--- src/rtwc_fifo.sv ---
`default_nettype none

module rtwc_fifo #(
  parameter int WIDTH = 8,
  parameter int DEPTH = 4
) (
  input  wire logic                     clk_i,
  input  wire logic                     rst_ni,
  input  wire logic                     push_i,
  input  wire logic [WIDTH-1:0]         data_i,
  input  wire logic                     pop_i,
  output logic      [WIDTH-1:0]         data_o,
  output logic                          full_o,
  output logic                          empty_o,
  output logic      [$clog2(DEPTH):0]   count_o
);

  localparam int PTR_W = (DEPTH > 1) ? $clog2(DEPTH) : 1;
  localparam int CNT_W = $clog2(DEPTH) + 1;

  logic [WIDTH-1:0] mem_q [DEPTH];
  logic [PTR_W-1:0] wr_ptr_q, wr_ptr_d;
  logic [PTR_W-1:0] rd_ptr_q, rd_ptr_d;
  logic [CNT_W-1:0] count_q, count_d;
  logic             do_push, do_pop;

  assign full_o  = (count_q == CNT_W'(DEPTH));
  assign empty_o = (count_q == '0);
  assign count_o = count_q;
  assign data_o  = mem_q[rd_ptr_q];

  assign do_push = push_i && !full_o;
  assign do_pop  = pop_i && !empty_o;

  always_comb begin
    wr_ptr_d = wr_ptr_q;
    rd_ptr_d = rd_ptr_q;
    count_d  = count_q;
    if (do_push) begin
      wr_ptr_d = (wr_ptr_q == PTR_W'(DEPTH - 1)) ? '0 : wr_ptr_q + 1'b1;
    end
    if (do_pop) begin
      rd_ptr_d = (rd_ptr_q == PTR_W'(DEPTH - 1)) ? '0 : rd_ptr_q + 1'b1;
    end
    if (do_push && !do_pop) begin
      count_d = count_q + 1'b1;
    end else if (do_pop && !do_push) begin
      count_d = count_q - 1'b1;
    end
  end

  always_ff @(posedge clk_i or negedge rst_ni) begin
    if (!rst_ni) begin
      wr_ptr_q <= '0;
      rd_ptr_q <= '0;
      count_q  <= '0;
    end else begin
      wr_ptr_q <= wr_ptr_d;
      rd_ptr_q <= rd_ptr_d;
      count_q  <= count_d;
    end
  end

  always_ff @(posedge clk_i) begin
    if (do_push) begin
      mem_q[wr_ptr_q] <= data_i;
    end
  end

endmodule

`default_nettype wire

--- config.mk ---
export PLATFORM = sky130hd
export DESIGN_NAME = rtwc_fifo
export DESIGN_NICKNAME = d
export VERILOG_FILES = /design/src/rtwc_fifo.sv
export SDC_FILE = /design/constraint.sdc
export NUM_CORES = 1
export LEC_CHECK = 0
export BUFFER_PORTS_ARGS = -buffer_cell sky130_fd_sc_hd__buf_4
export CORE_ASPECT_RATIO = 0.5
export CORE_MARGIN = 2
export CORE_UTILIZATION = 55
export CTS_CLUSTER_DIAMETER = 50
export DETAILED_ROUTE_END_ITERATION = 10
export MAX_ROUTING_LAYER = met4
export PLACE_DENSITY_LB_ADDON = 0.05
export SYNTH_ARGS = -nofsm -noshare
export SYNTH_HDL_FRONTEND = slang
export SYNTH_SLANG_ARGS = --single-unit
--- constraint.sdc ---
create_clock -name clk_i -period 2.1 [get_ports clk_i]
set_input_delay 0.21 -clock clk_i [delete_from_list [all_inputs] [get_ports clk_i]]
set_output_delay 0.21 -clock clk_i [all_outputs]
set_load 0.1 [all_outputs]
==> impl_results.md <==
* Post-synth EDFFs at 32
* Skew final at 0.003628 ns
* Final period util at roughly nine tenths
* Synth Area in Adders at ~5.9%
* Main combinational cell family by area after synthesis: multiplexers
* Antenna violations before repair at 0
* I/O Pins at 25
* Clock Sinks at 39
* Residual DRC count at 0
* Ys async rst share at 17.95%
* Post-route ant nets at 0
* Vias per inst at 5.265
* Final Critical Period at 1.928 ns
* Synth top area cells: edfxtp_1, mux4_2, dfrtp_1, ha_1, mux2_2
* R2R Path Start: count_o[1]
* Port bufs at 24
* Worst reg2reg path depth at 8
* Maxcap violations at 0
* Fin. max-slew vios at 0
* RSZ-0062 raised after global routing: false
* Max Fclk at 518.8 MHz
* CORE AREA at 2700 sq um
* Top-area cell type share of the netlist area at 59.31%
* Outcome: completed
* Worst R2R Setup Slack at about 0.17 ns
* Multiplexer share of the synthesized area at 15.06%
* Mean Syn Cell Area at ~21 sq um
* DR iter-0 viols at 31
* Antenna diodes at 0
* Starting Density at 60.01%
* Fraction of layout cells with a size suffix above 1 at 54.55%
* Required @ worst endpoint at ~2.3 ns
* CTS Buffer Depth at 2
* Distinct cells, synth at 19
* Synth warnings at 0
* Endpoints failing hold at 0
* Critical Path AT at between 2 and 2.5 ns
* Die Y at 42.38 um
* Post-synthesis sequential area ratio at a little over two thirds
* Largest net degree at the start of global routing at 13
* Die Area at 3423 sq um
* Total Wirelength at 2473 um
* Total global-route track usage at 17.91%
* Crit Path Class: reg -> reg
* Post-synth top cells: edfxtp_1, mux4_2, dfrtp_1
* Simple-gate share of the synthesized area at around 5.4%
* Hold EP: mem_q[2][7]
* Pin slew with the least headroom to its limit at 0.4132 ns
* Final core occ at 74.00%
* Crit path max fanout at 5
* Flops & latches, synth at 39
* GP Congestion at about 0.62
* Leading cell type by number of instances after synthesis: edfxtp_1
* TritonCTS clock tree: done
* Synth Cell Area at 1620 sq um
* Min-delay worst type: in -> reg
* Area leader, netlist: edfxtp_1
* TritonRoute pass-1 iters at 4
* Post-CTS Setup Inserts at 0
* Post-DP HPWL at about 1800 um
* Cell count after synthesis at just under 80
* Post-synthesis compound-gate area fraction at 0%
* Critical Path Sink Type: flip-flop
* Nets@finish at 128
* Detailed-route via count at 774
* CP startpoint kind: flip-flop
* CTS Buf Count at 5
* HP Start: data_i[7]
* WL/cell at 16.82 um
* Clock latency on the worst-skew pair at 0.29 ns
* Clock-pin slew on the worst setup and hold paths at around 0.070 ns
* Syn Nets at ~100
* Row count at 13
* Fill cell count at 169
* Worst rel slew slack at between 70% and 80%
* CTS Root Cell: clkbuf_8
* CTS H-tree lvls at 2
* WHS Path Cells at 1
* Final Setup Violations at 0
* First-pass GRT wire length at ~4000 um
* Xor and xnor area share after synthesis at 1.622%
* Ys flop type: edfxtp_1
* RR Endpoint: count_o[2]
* Overflow left after global routing at 0
* Vias in the first global route at 828
* Die X at 80.76 um
* Synth-to-layout area growth at 23.32%
logic make-up (layout without fill, tap and decap cells):
kind of cell  after synthesis  in the layout
xor+xnor                    3              3
fa+ha+maj                   7              7
buf+inv                     6             37
flops                      39             39
mux                        13             13
simple gates               11             11
cell type report:
cell class	count	area (sq um)	share of cell area [%]
multi-input cells	34	486.7	24.36
clock buffers	5	68.82	3.444
inverters	3	11.26	0.5636
repair buffers	26	197.7	9.894
clock inverters	3	38.79	1.941
flip-flops and latches	39	1149	57.48
well taps	37	46.29	2.317
placed cells by master (no fill, tap or decap), types with 2 or more instances in the layout:
cell      count
clkbuf_8      5
and2_2        4
mux2_4        4
xor2_1        2
inv_1         2
dfrtp_1       3
ha_1          5
buf_4        25
nor2_1        3
dfrtp_4       3
mux4_2        8
edfxtp_1     32
critical path, cell delays in order (launching register included):
cell and delay [ns]:
dfrtp_4 0.53, nor3_4 0.21, nand2b_4 0.18, ha_4 0.14, inv_2 0.03, fa_2 0.32, xor2_1 0.15, nor2_1 0.13
xor2_1 0.16
registers in the layout (all words and copies together), names as in the netlist:
| name | flops |
|---|---|
| rd_ptr_q | 2 |
| mem_q | 32 |
| count_o | 3 |
| wr_ptr_q | 2 |
how the worst max path moves through the flow:
stage	startpoint	to	slack [ns]	depth (start not counted)
floorplan	count_o[2]	count_o[1]	-0.71	7
global placement	count_o[2]	count_o[2]	0.26	8
detailed placement	count_o[1]	count_o[2]	0.18	8
CTS	count_o[1]	count_o[2]	0.15	8
global route	count_o[1]	count_o[2]	0.09	8
finish	count_o[1]	count_o[2]	0.17	8
through the flow:
step	cells	cell area [sq um]	setup slack, ns	TNS (ns)	hold WS (ns)
detailed placement	138	1879	0.1849	0	0.02789
finish	147	1998	0.1723	0	0.1159
floorplan	79	1665	-0.7060	-9.227	-0.08559
global placement	138	1879	0.2583	0	0.02495
global route	147	1998	0.09246	0	0.1081
CTS	147	1998	0.1466	0	0.1128
repair_timing:
item | 4_1_cts | 5_1_grt
setup endpoints to repair | 1 | 0
endpoints found under the hold margin | 7 | 0
resized for setup | 1 | 0
hold buffers | 1 | 0
metal layers:
metal,global-route usage [%],wire [um]
met5,-,0
met4,9.153,36
met3,6.466,143
met2,28.00,1226
met1,20.66,1066
Power is not shown: default switching activity piles up to over one toggle a cycle in this logic, so the estimate is an artifact.
