## src/rtwc_pkg.sv

```systemverilog
`default_nettype none

package rtwc_pkg;

  localparam int MAX_NODES_DEF = 128;
  localparam int NODE_W        = 7;
  localparam int VAL_W         = 24;
  localparam int SUM_W         = 32;
  localparam int MID_DEPTH     = 4;
  localparam int OUT_DEPTH     = 4;

  localparam logic [VAL_W-1:0] CAP_RESET = 24'd51200;

  typedef enum logic [1:0] {
    CMD_TRAVEL = 2'd0,
    CMD_ATTR   = 2'd1,
    CMD_STOP   = 2'd2
  } cmd_e;

  typedef enum logic [1:0] {
    OP_TRAVEL = 2'd0,
    OP_ATTR   = 2'd1,
    OP_STOP   = 2'd2
  } op_e;

  typedef enum logic [1:0] {
    ST_OK   = 2'd0,
    ST_LATE = 2'd1,
    ST_OVER = 2'd2
  } status_e;

  // Attribute word order: 0 open, 1 close, 2 service, 3 demand.
  // A travel write carries its value in word 0.
  typedef struct packed {
    op_e                   kind;
    logic [NODE_W-1:0]     node;
    logic [NODE_W-1:0]     peer;
    logic                  node_ok;
    logic                  peer_ok;
    logic                  last;
    logic [3:0][VAL_W-1:0] data;
  } op_t;

  typedef struct packed {
    status_e           status;
    logic [SUM_W-1:0]  cost;
    logic [SUM_W-1:0]  finish;
    logic [SUM_W-1:0]  load;
  } res_t;

endpackage

`default_nettype wire

```

## src/rtwc_front.sv

```systemverilog
`default_nettype none

module rtwc_front
  import rtwc_pkg::*;
#(
  parameter int MAX_NODES = MAX_NODES_DEF
) (
  input  wire logic               push_i,
  input  wire logic               queue_full_i,
  input  wire logic [1:0]         command_i,
  input  wire logic [NODE_W-1:0]  node_i,
  input  wire logic [NODE_W-1:0]  peer_node_i,
  input  wire logic [VAL_W-1:0]   travel_value_i,
  input  wire logic [VAL_W-1:0]   window_open_i,
  input  wire logic [VAL_W-1:0]   window_close_i,
  input  wire logic [VAL_W-1:0]   service_duration_i,
  input  wire logic [VAL_W-1:0]   node_demand_i,
  input  wire logic               last_stop_i,
  output logic                    full_o,
  output logic                    op_valid_o,
  output op_t                     op_o
);

  // Nodes are 7 bits wide, so at most 128 of them can ever be named.
  localparam int N_EFF = (MAX_NODES < (1 << NODE_W)) ? MAX_NODES : (1 << NODE_W);
  localparam logic [NODE_W:0] NODE_LIMIT = (NODE_W + 1)'(N_EFF);

  logic accept;

  assign full_o = queue_full_i;
  assign accept = push_i && !queue_full_i;

  always_comb begin
    op_valid_o = 1'b0;
    op_o.kind    = OP_STOP;
    op_o.node    = node_i;
    op_o.peer    = peer_node_i;
    op_o.node_ok = ({1'b0, node_i} < NODE_LIMIT);
    op_o.peer_ok = ({1'b0, peer_node_i} < NODE_LIMIT);
    op_o.last    = last_stop_i;
    op_o.data    = {window_open_i, window_close_i, service_duration_i, node_demand_i};
    case (cmd_e'(command_i))
      CMD_TRAVEL: begin
        op_valid_o = accept;
        op_o.kind  = OP_TRAVEL;
        op_o.data  = {{(3 * VAL_W){1'b0}}, travel_value_i};
      end
      CMD_ATTR: begin
        op_valid_o = accept;
        op_o.kind  = OP_ATTR;
        op_o.data  = {node_demand_i, service_duration_i, window_close_i, window_open_i};
      end
      CMD_STOP: begin
        op_valid_o = accept;
        op_o.kind  = OP_STOP;
      end
      default: begin
        // unused command: take the item and drop it
        op_valid_o = 1'b0;
      end
    endcase
  end

endmodule

`default_nettype wire

```

## config.mk

```make
export PLATFORM = sky130hd
export DESIGN_NAME = rtwc_front
export DESIGN_NICKNAME = d
export VERILOG_FILES = /design/src/rtwc_pkg.sv /design/src/rtwc_front.sv
export SDC_FILE = /design/constraint.sdc
export NUM_CORES = 1
export LEC_CHECK = 0
export ABC_AREA = 1
export BUFFER_PORTS_ARGS = -buffer_cell sky130_fd_sc_hd__buf_2
export CAP_MARGIN = 20
export CORE_AREA = 4 4 96 98
export DETAILED_ROUTE_END_ITERATION = 6
export DIE_AREA = 0 0 100 102
export GPL_TIMING_DRIVEN = 0
export PLACE_DENSITY = 0.65
export SYNTH_ARGS = -nofsm -noshare
export SYNTH_HDL_FRONTEND = slang
export SYNTH_SLANG_ARGS = --single-unit
```

## constraint.sdc

```tcl
create_clock -name vclk -period 1.38
set_input_delay 0.207 -clock vclk [all_inputs]
set_output_delay 0.207 -clock vclk [all_outputs]
set_load 0.03 [all_outputs]
```

==> results of run 1 <==
## metal layers
layer  wire length, um  global-route usage, %  vias up  share of wire (%)
li1                  -                      -     1575                  -
met4                21                  1.347        0               0.23
met2              4996                  32.32      144                 55
met1              3406                  18.88     1424                 37
met5                 0                      0        -                  0
met3               688                  1.980        2                7.6
## through the flow
stage          utilization (%)  hold WS (ns)  total power (W)  worst slack, ns  cell area [um^2]
6_report                 38.94        0.6656         0.001560          0.05511              3297
3_3_place_gp             38.84        0.6672         0.001551          0.03512              3288
2_1_floorplan                -        0.5258         0.001031         -0.02885              1967
5_1_grt                  38.94        0.6704         0.001685         0.001538              3297
4_1_cts                  38.84        0.6669         0.001572          0.03842              3288
3_5_place_dp             38.84        0.6656         0.001567          0.04470              3288
## layout by cell type (no fill, tap or decap), drive strengths merged
cell type and n:
inv 74, nand2 123, o21ai 72, conb 2, clkbuf 3, nand3 48, buf 278, nor2 2
## power groups by stage
stage	Combinational (W)	Sequential, W	Clock [W]
after floorplan	0.00103	0	0
after global placement	0.00155	0	0
after detailed placement	0.00157	0	0
after CTS	0.00157	0	0
after global routing	0.00168	0	0
final	0.00156	0	0
## cell families (layout without fill, tap and decap cells)
family	after synthesis	count (layout)	synth area share [%]
AND/OR/NAND/NOR	173	173	36.90
buffers and inverters	118	355	31.36
AO/OA/AOI/OAI	72	72	31.55
other	1	2	0.1910
## timing repair
action,in CTS,in global routing
hold buffers,0,0
setup endpoints to repair,0,3
gates resized for setup,0,3
## final timing paths
kind,startpoint,end,cells past startpoint
hold / removal,peer_node_i[4],op_o[103],2
setup / recovery,command_i[1],op_o[60],6
## cell type report
class,count,area (um^2)
tap,108,135.1
fill,942,5169
timing repair buffer,237,1191
multi-input combinational,247,1351
inverter,74,280.3
buffer,44,339.1
==> results, run 1 <==
- The number of DRC violations after detailed routing is 0.
- The first global-routing pass estimated ~14000 um of wire.
- For the worst setup path, the data arrival time is ~1.1 ns.
- The maximum fanout count along the critical path is 10.
- The routed wire length per instance is 12.83 um.
- The number of cells in the design after placement is 710.
- Once detail routing completed, the nets flagged for antenna violations numbered 0.
- In the global route stage, overall resource usage came out at about 16%.
- The initial antenna violation count was 0.
- The cell taking the most area after synthesis is sky130_fd_sc_hd__o21ai_2.
- The core outline area is roughly 8500 um^2.
- Counting I/O delays and the setup requirement, the final critical path takes around 1.3 ns.
- The critical path goes through buf_6 -> inv_4 -> nand2_4 -> buf_6 -> o21ai_2 -> buf_2.
- The sort of element at the end of the critical path is an output port.
- The number of vias after detailed routing is approximately 3100.
- The chip height is roughly 100 um.
- The final critical-path share of the clock period is a little over nine tenths.
- The cell repeated most along the worst path is sky130_fd_sc_hd__buf_6.
- The count of buffers from port buffering is between 200 and 250.
- For this block, the initial DRC count from the detailed router was 73.
- Of the total power, the share spent switching nets is between 60% and 70%.
- After global routing the overflow that remains totals 0.
- The family with the most delay on the worst path is buffers and inverters.
- Synthesis handed over a netlist of between 300 and 400 instances.
- The run finished with clean final reports.
- The layout cell share with drive strength beyond 1 is roughly three fifths.
- The relative area change from synthesis to final layout is 67.94%.
- In this run, flip-flops and latches consume 0% of the power.
- The worst supply voltage drop on vdd is about 0.00028 V.
- The clock share of power is 0%.
- The first-pass iteration count of the detailed router is 7.
- Internal power comes to ~0.00053 W.
- The critical path is of the in2out type.
- Pin placement for this block handled approximately 260 I/O pins.
- The cell with the most instances after synthesis is sky130_fd_sc_hd__nand2_1.
- The post-synthesis sequential area ratio is 0%.
- Ranked by total cell area, the synthesized netlist is headed by sky130_fd_sc_hd__o21ai_2, sky130_fd_sc_hd__nand2_1, sky130_fd_sc_hd__inv_1, sky130_fd_sc_hd__nand3_1, sky130_fd_sc_hd__buf_4.
- Setup repair after global routing left no endpoint under its margin.
- For this design the total switching power over the nets is 0.001033 W.
- The final routed wirelength across all metal layers is between 9000 and 10000 um.
- The setup TNS is 0 ns.
- The number of failing hold endpoints at the final stage is 0.
- The worst hold path class is in2out.
- The critical path contains buffers and inverters numbering 4 combined.
- The placed wire-length estimate after detailed placement is about 7900 um.
- The count of standard-cell rows is 34.
- The number of setup violations in the final report is 0.
- Counting distinct cell types in the post-synthesis netlist gives 14.
- For this design the static power due to leakage is 2.174 nW.
- For this configuration, the core starts out at a cell density of between 20% and 30%.
- The final RePlAce weighted congestion is 0.7923.
- The total die area is between 10000 and 15000 um^2.
- The number of non-filler instances in the completed layout is 710.
- Max-cap violations in this run came to 0.
- The area share of the largest cell type after synthesis is ~30%.
- The post-synth design cell area is between 1500 and 2000 um^2.
- The die width is about 100 um.
- The post-synthesis area per instance is 5.393 um^2.
- Ranked by instance count, the synthesized netlist is headed by sky130_fd_sc_hd__nand2_1, sky130_fd_sc_hd__inv_1, sky130_fd_sc_hd__o21ai_2, sky130_fd_sc_hd__nand3_1, sky130_fd_sc_hd__buf_4.
- 0 antenna diodes ended up in the layout.
- The Yosys step of the flow raised 0 warnings.
- The required time of the critical path is ~1.2 ns.
- For this run, the slowest stage of the critical path takes approximately 0.21 ns.
- Buffers added to address setup during post-CTS repair amount to 0.
- The number of vias per cell after detailed routing is between 4 and 5.
- Per report_power, the combinational group accounts for between 90% and 100% of the total.
- The net count of the finished layout is roughly 740.
- Power spread over the standard cell area amounts to 473.3 nW/um^2.
- The timing-limited maximum frequency is 754.8 MHz.
- The total count of max-transition violations in the final report is 0.
- Across the whole layout, storage elements account for 0 um^2.
- The worst setup path is launched from an input pin.
- In the finished layout, the clock tree contains a buffer count of 0.
- The maximum number of pins on one net before global-route repair is 11.
- The via count of the first global-routing pass was ~3100.
- The standard cell with the maximum stage delay on the critical path is sky130_fd_sc_hd__buf_2.
- The final layout contains a sequential cell count of 0.
Note: power is estimated with default switching activity, not from simulation.
==> run 2, diff against run 1 <==
--- a/config.mk
+++ b/config.mk
@@ -8,11 +8,11 @@
 export ABC_AREA = 1
 export BUFFER_PORTS_ARGS = -buffer_cell sky130_fd_sc_hd__buf_2
 export CAP_MARGIN = 20
-export CORE_AREA = 4 4 96 98
+export CORE_AREA = 2 2 100 102
 export DETAILED_ROUTE_END_ITERATION = 6
-export DIE_AREA = 0 0 100 102
+export DIE_AREA = 0 0 102 104
 export GPL_TIMING_DRIVEN = 0
-export PLACE_DENSITY = 0.65
+export PLACE_DENSITY = 0.59
 export SYNTH_ARGS = -nofsm -noshare
 export SYNTH_HDL_FRONTEND = slang
 export SYNTH_SLANG_ARGS = --single-unit
==> results, run 2 (same netlist as run 1, synthesis figures left out) <==
- The flow ran to the end, and the final reports show no timing, DRC or antenna violations.
- Across all setup checks in the final design, the least slack found is 0.05624 ns.
- The die covers roughly 11000 um^2.
- After the first detailed-routing iteration, the DRC count stood at 74.
- The count of inserted antenna diode cells is 0.
- The required time of the critical path is about 1.2 ns.
- Across the run, the number of max-cap violations was 0.
- Tracing the worst setup path back leads to its startpoint at command_i[1].
- The chip height is about 100 um.
- For this run, design rule violations remaining after detail routing come to 0.
- The critical path startpoint category is an input pin.
- The total count of max-transition violations in the final report is 0.
- The cell repeated most along the worst path is sky130_fd_sc_hd__buf_6.
- The depth of the worst hold-timing path is 2.
- The worst hold-check slack is around 0.66 ns.
- The placed instances occupy a cell area of between 3000 and 4000 um^2.
- The initial antenna violation count is 0.
- The wire-length estimate of the detail-placed layout is 7420 um.
- For this configuration, the core starts out at a cell density of around a fifth.
- Setup repair after global routing left no endpoint under its margin.
- The post-placement worst setup slack is 0.02284 ns.
- The worst hold path begins at node_i[6].
- The number of failing hold endpoints at the final stage came to 0.
- The worst path uses about 96% of the clock period.
- The worst stage delay on the critical path is roughly 0.21 ns.
- The routed design has 8701 um of wire.
- Input and output buffers added on the ports amount to about 240.
- The first-pass iteration count of the detailed router is 4.
- The design has 0 sequential cells.
- The library cell used most frequently in the layout, excluding fill and tap cells, is sky130_fd_sc_hd__buf_2.
- Once layout is complete, the utilization of the core stands at between 30% and 40%.
- The core outline area is approximately 9500 um^2.
- The relative area change from synthesis to final layout is 69.53%.
- The final instance area is ~3300 um^2.
- Detailed routing inserted a total of slightly above 3000 vias.
- The worst supply voltage drop on vdd is ~0.00017 V.
- The number of routed nets with antenna violations is 0.
- The worst hold path class is in2out.
- The total global-route track usage is between 10% and 20%.
- The number of nets in the final layout is 743.
- The via count of the first global-routing pass was approximately 2900.
- The path type of the worst setup path is in2out.
- The static leakage is approximately 2.2 nW.
- The slowest stage of the critical path is the sky130_fd_sc_hd__buf_2 cell.
- The count of standard-cell rows is 36.
- The number of placed I/O pins is between 200 and 300.
- Of the cells placed in the final design, the portion with a size suffix greater than 1 is 58.47%.
- The data arrival time of the critical path is between 1 and 1.5 ns.
- The total of fill cells in the finished design is roughly 1100.
- The number of vias per cell after detailed routing is between 4 and 5.
- The power density over cell area is about 470 nW/um^2.
- The library cells used most frequently in the layout, excluding fill and tap cells, are sky130_fd_sc_hd__buf_2, sky130_fd_sc_hd__nand2_1, sky130_fd_sc_hd__inv_1, sky130_fd_sc_hd__o21ai_2, sky130_fd_sc_hd__nand3_1.
- In this run, post-CTS hold repair placed 0 buffers.
- The terminating pin of the worst hold path is op_o[112].
- Setup violations remaining at the end of the flow were counted as 0.
- The wire length of the first global-routing pass is roughly 13000 um.
- In this run the worst path has a maximum fanout of 10.
- The clock period could shrink to 1.324 ns.
- Entering global routing, the biggest net connects 11 pins.
- The routed wire length per instance is approximately 12 um.
- The signal on the critical path passes through buf_6 -> inv_4 -> nand2_4 -> buf_6 -> o21ai_2 -> buf_2.
- The final RePlAce weighted congestion is roughly 0.83.
- After global routing the overflow that remains totals 0.
- The timing-limited maximum frequency is roughly 760 MHz.
- The layout has 0 clock buffers.
- The sequential standard cell area is 0 um^2.
- The worst setup path is captured at an output port.
- The die is around 100 um wide.
-- run 2: changes by cell type in the layout (fill, tap and decap cells not counted), sizes merged --
cell / before / now
buf: 278 / 279
clkbuf: 3 / 2
-- run 2: stage by stage --
stage	power [W]	instances	TNS, ns
detailed placement	0.001564	735	0
CTS	0.001568	735	0
finish	0.001556	735	0
global route	0.001674	735	0
floorplan	0.001031	365	-0.08656
global placement	0.001548	735	0
-- run 2: worst max-delay path by stage --
| stage | to | slack, ns | depth (start not counted) |
|---|---|---|---|
| 2_1_floorplan | op_o[90] | -0.03 | 4 |
| 3_3_place_gp | op_o[80] | 0.03 | 6 |
| 3_5_place_dp | op_o[80] | 0.02 | 6 |
| 4_1_cts | op_o[80] | 0.02 | 6 |
| 5_1_grt | op_o[65] | 0.009 | 6 |
| 6_report | op_o[66] | 0.06 | 6 |
-- run 2: report_power, final --
part	internal (W)	switching, W	total (W)	leakage, nW
sequential	0	0	0	0
clock	0	0	0	0
combinational	0.000527	0.00103	0.00156	2.17
-- run 2: timing repair --
item	in CTS	in global routing
endpoints found under the setup margin	0	3
resized for setup	0	4
setup buffers	0	0
-- run 2: layout make-up --
type	count	area, um^2	area share, %
multi-input cells	247	1351	40.60
repair buffers	237	1191	35.79
plain buffers	44	339.1	10.19
inverters	74	280.3	8.421
well taps	133	166.4	5.000
-- run 2: critical path: cells and delay by family --
| family | cells | cell delay, ns |
|---|---|---|
| buf+inv | 4 | 0.63 |
| compound gates | 1 | 0.13 |
| simple gates | 1 | 0.13 |
-- run 2: routing by layer --
| layer | wire, um | global-route usage, % |
|---|---|---|
| met2 | 4542 | 28.81 |
| met1 | 3383 | 16.15 |
| met4 | 140 | 2.571 |
| met5 | 0 | 0 |
| met3 | 634 | 1.411 |
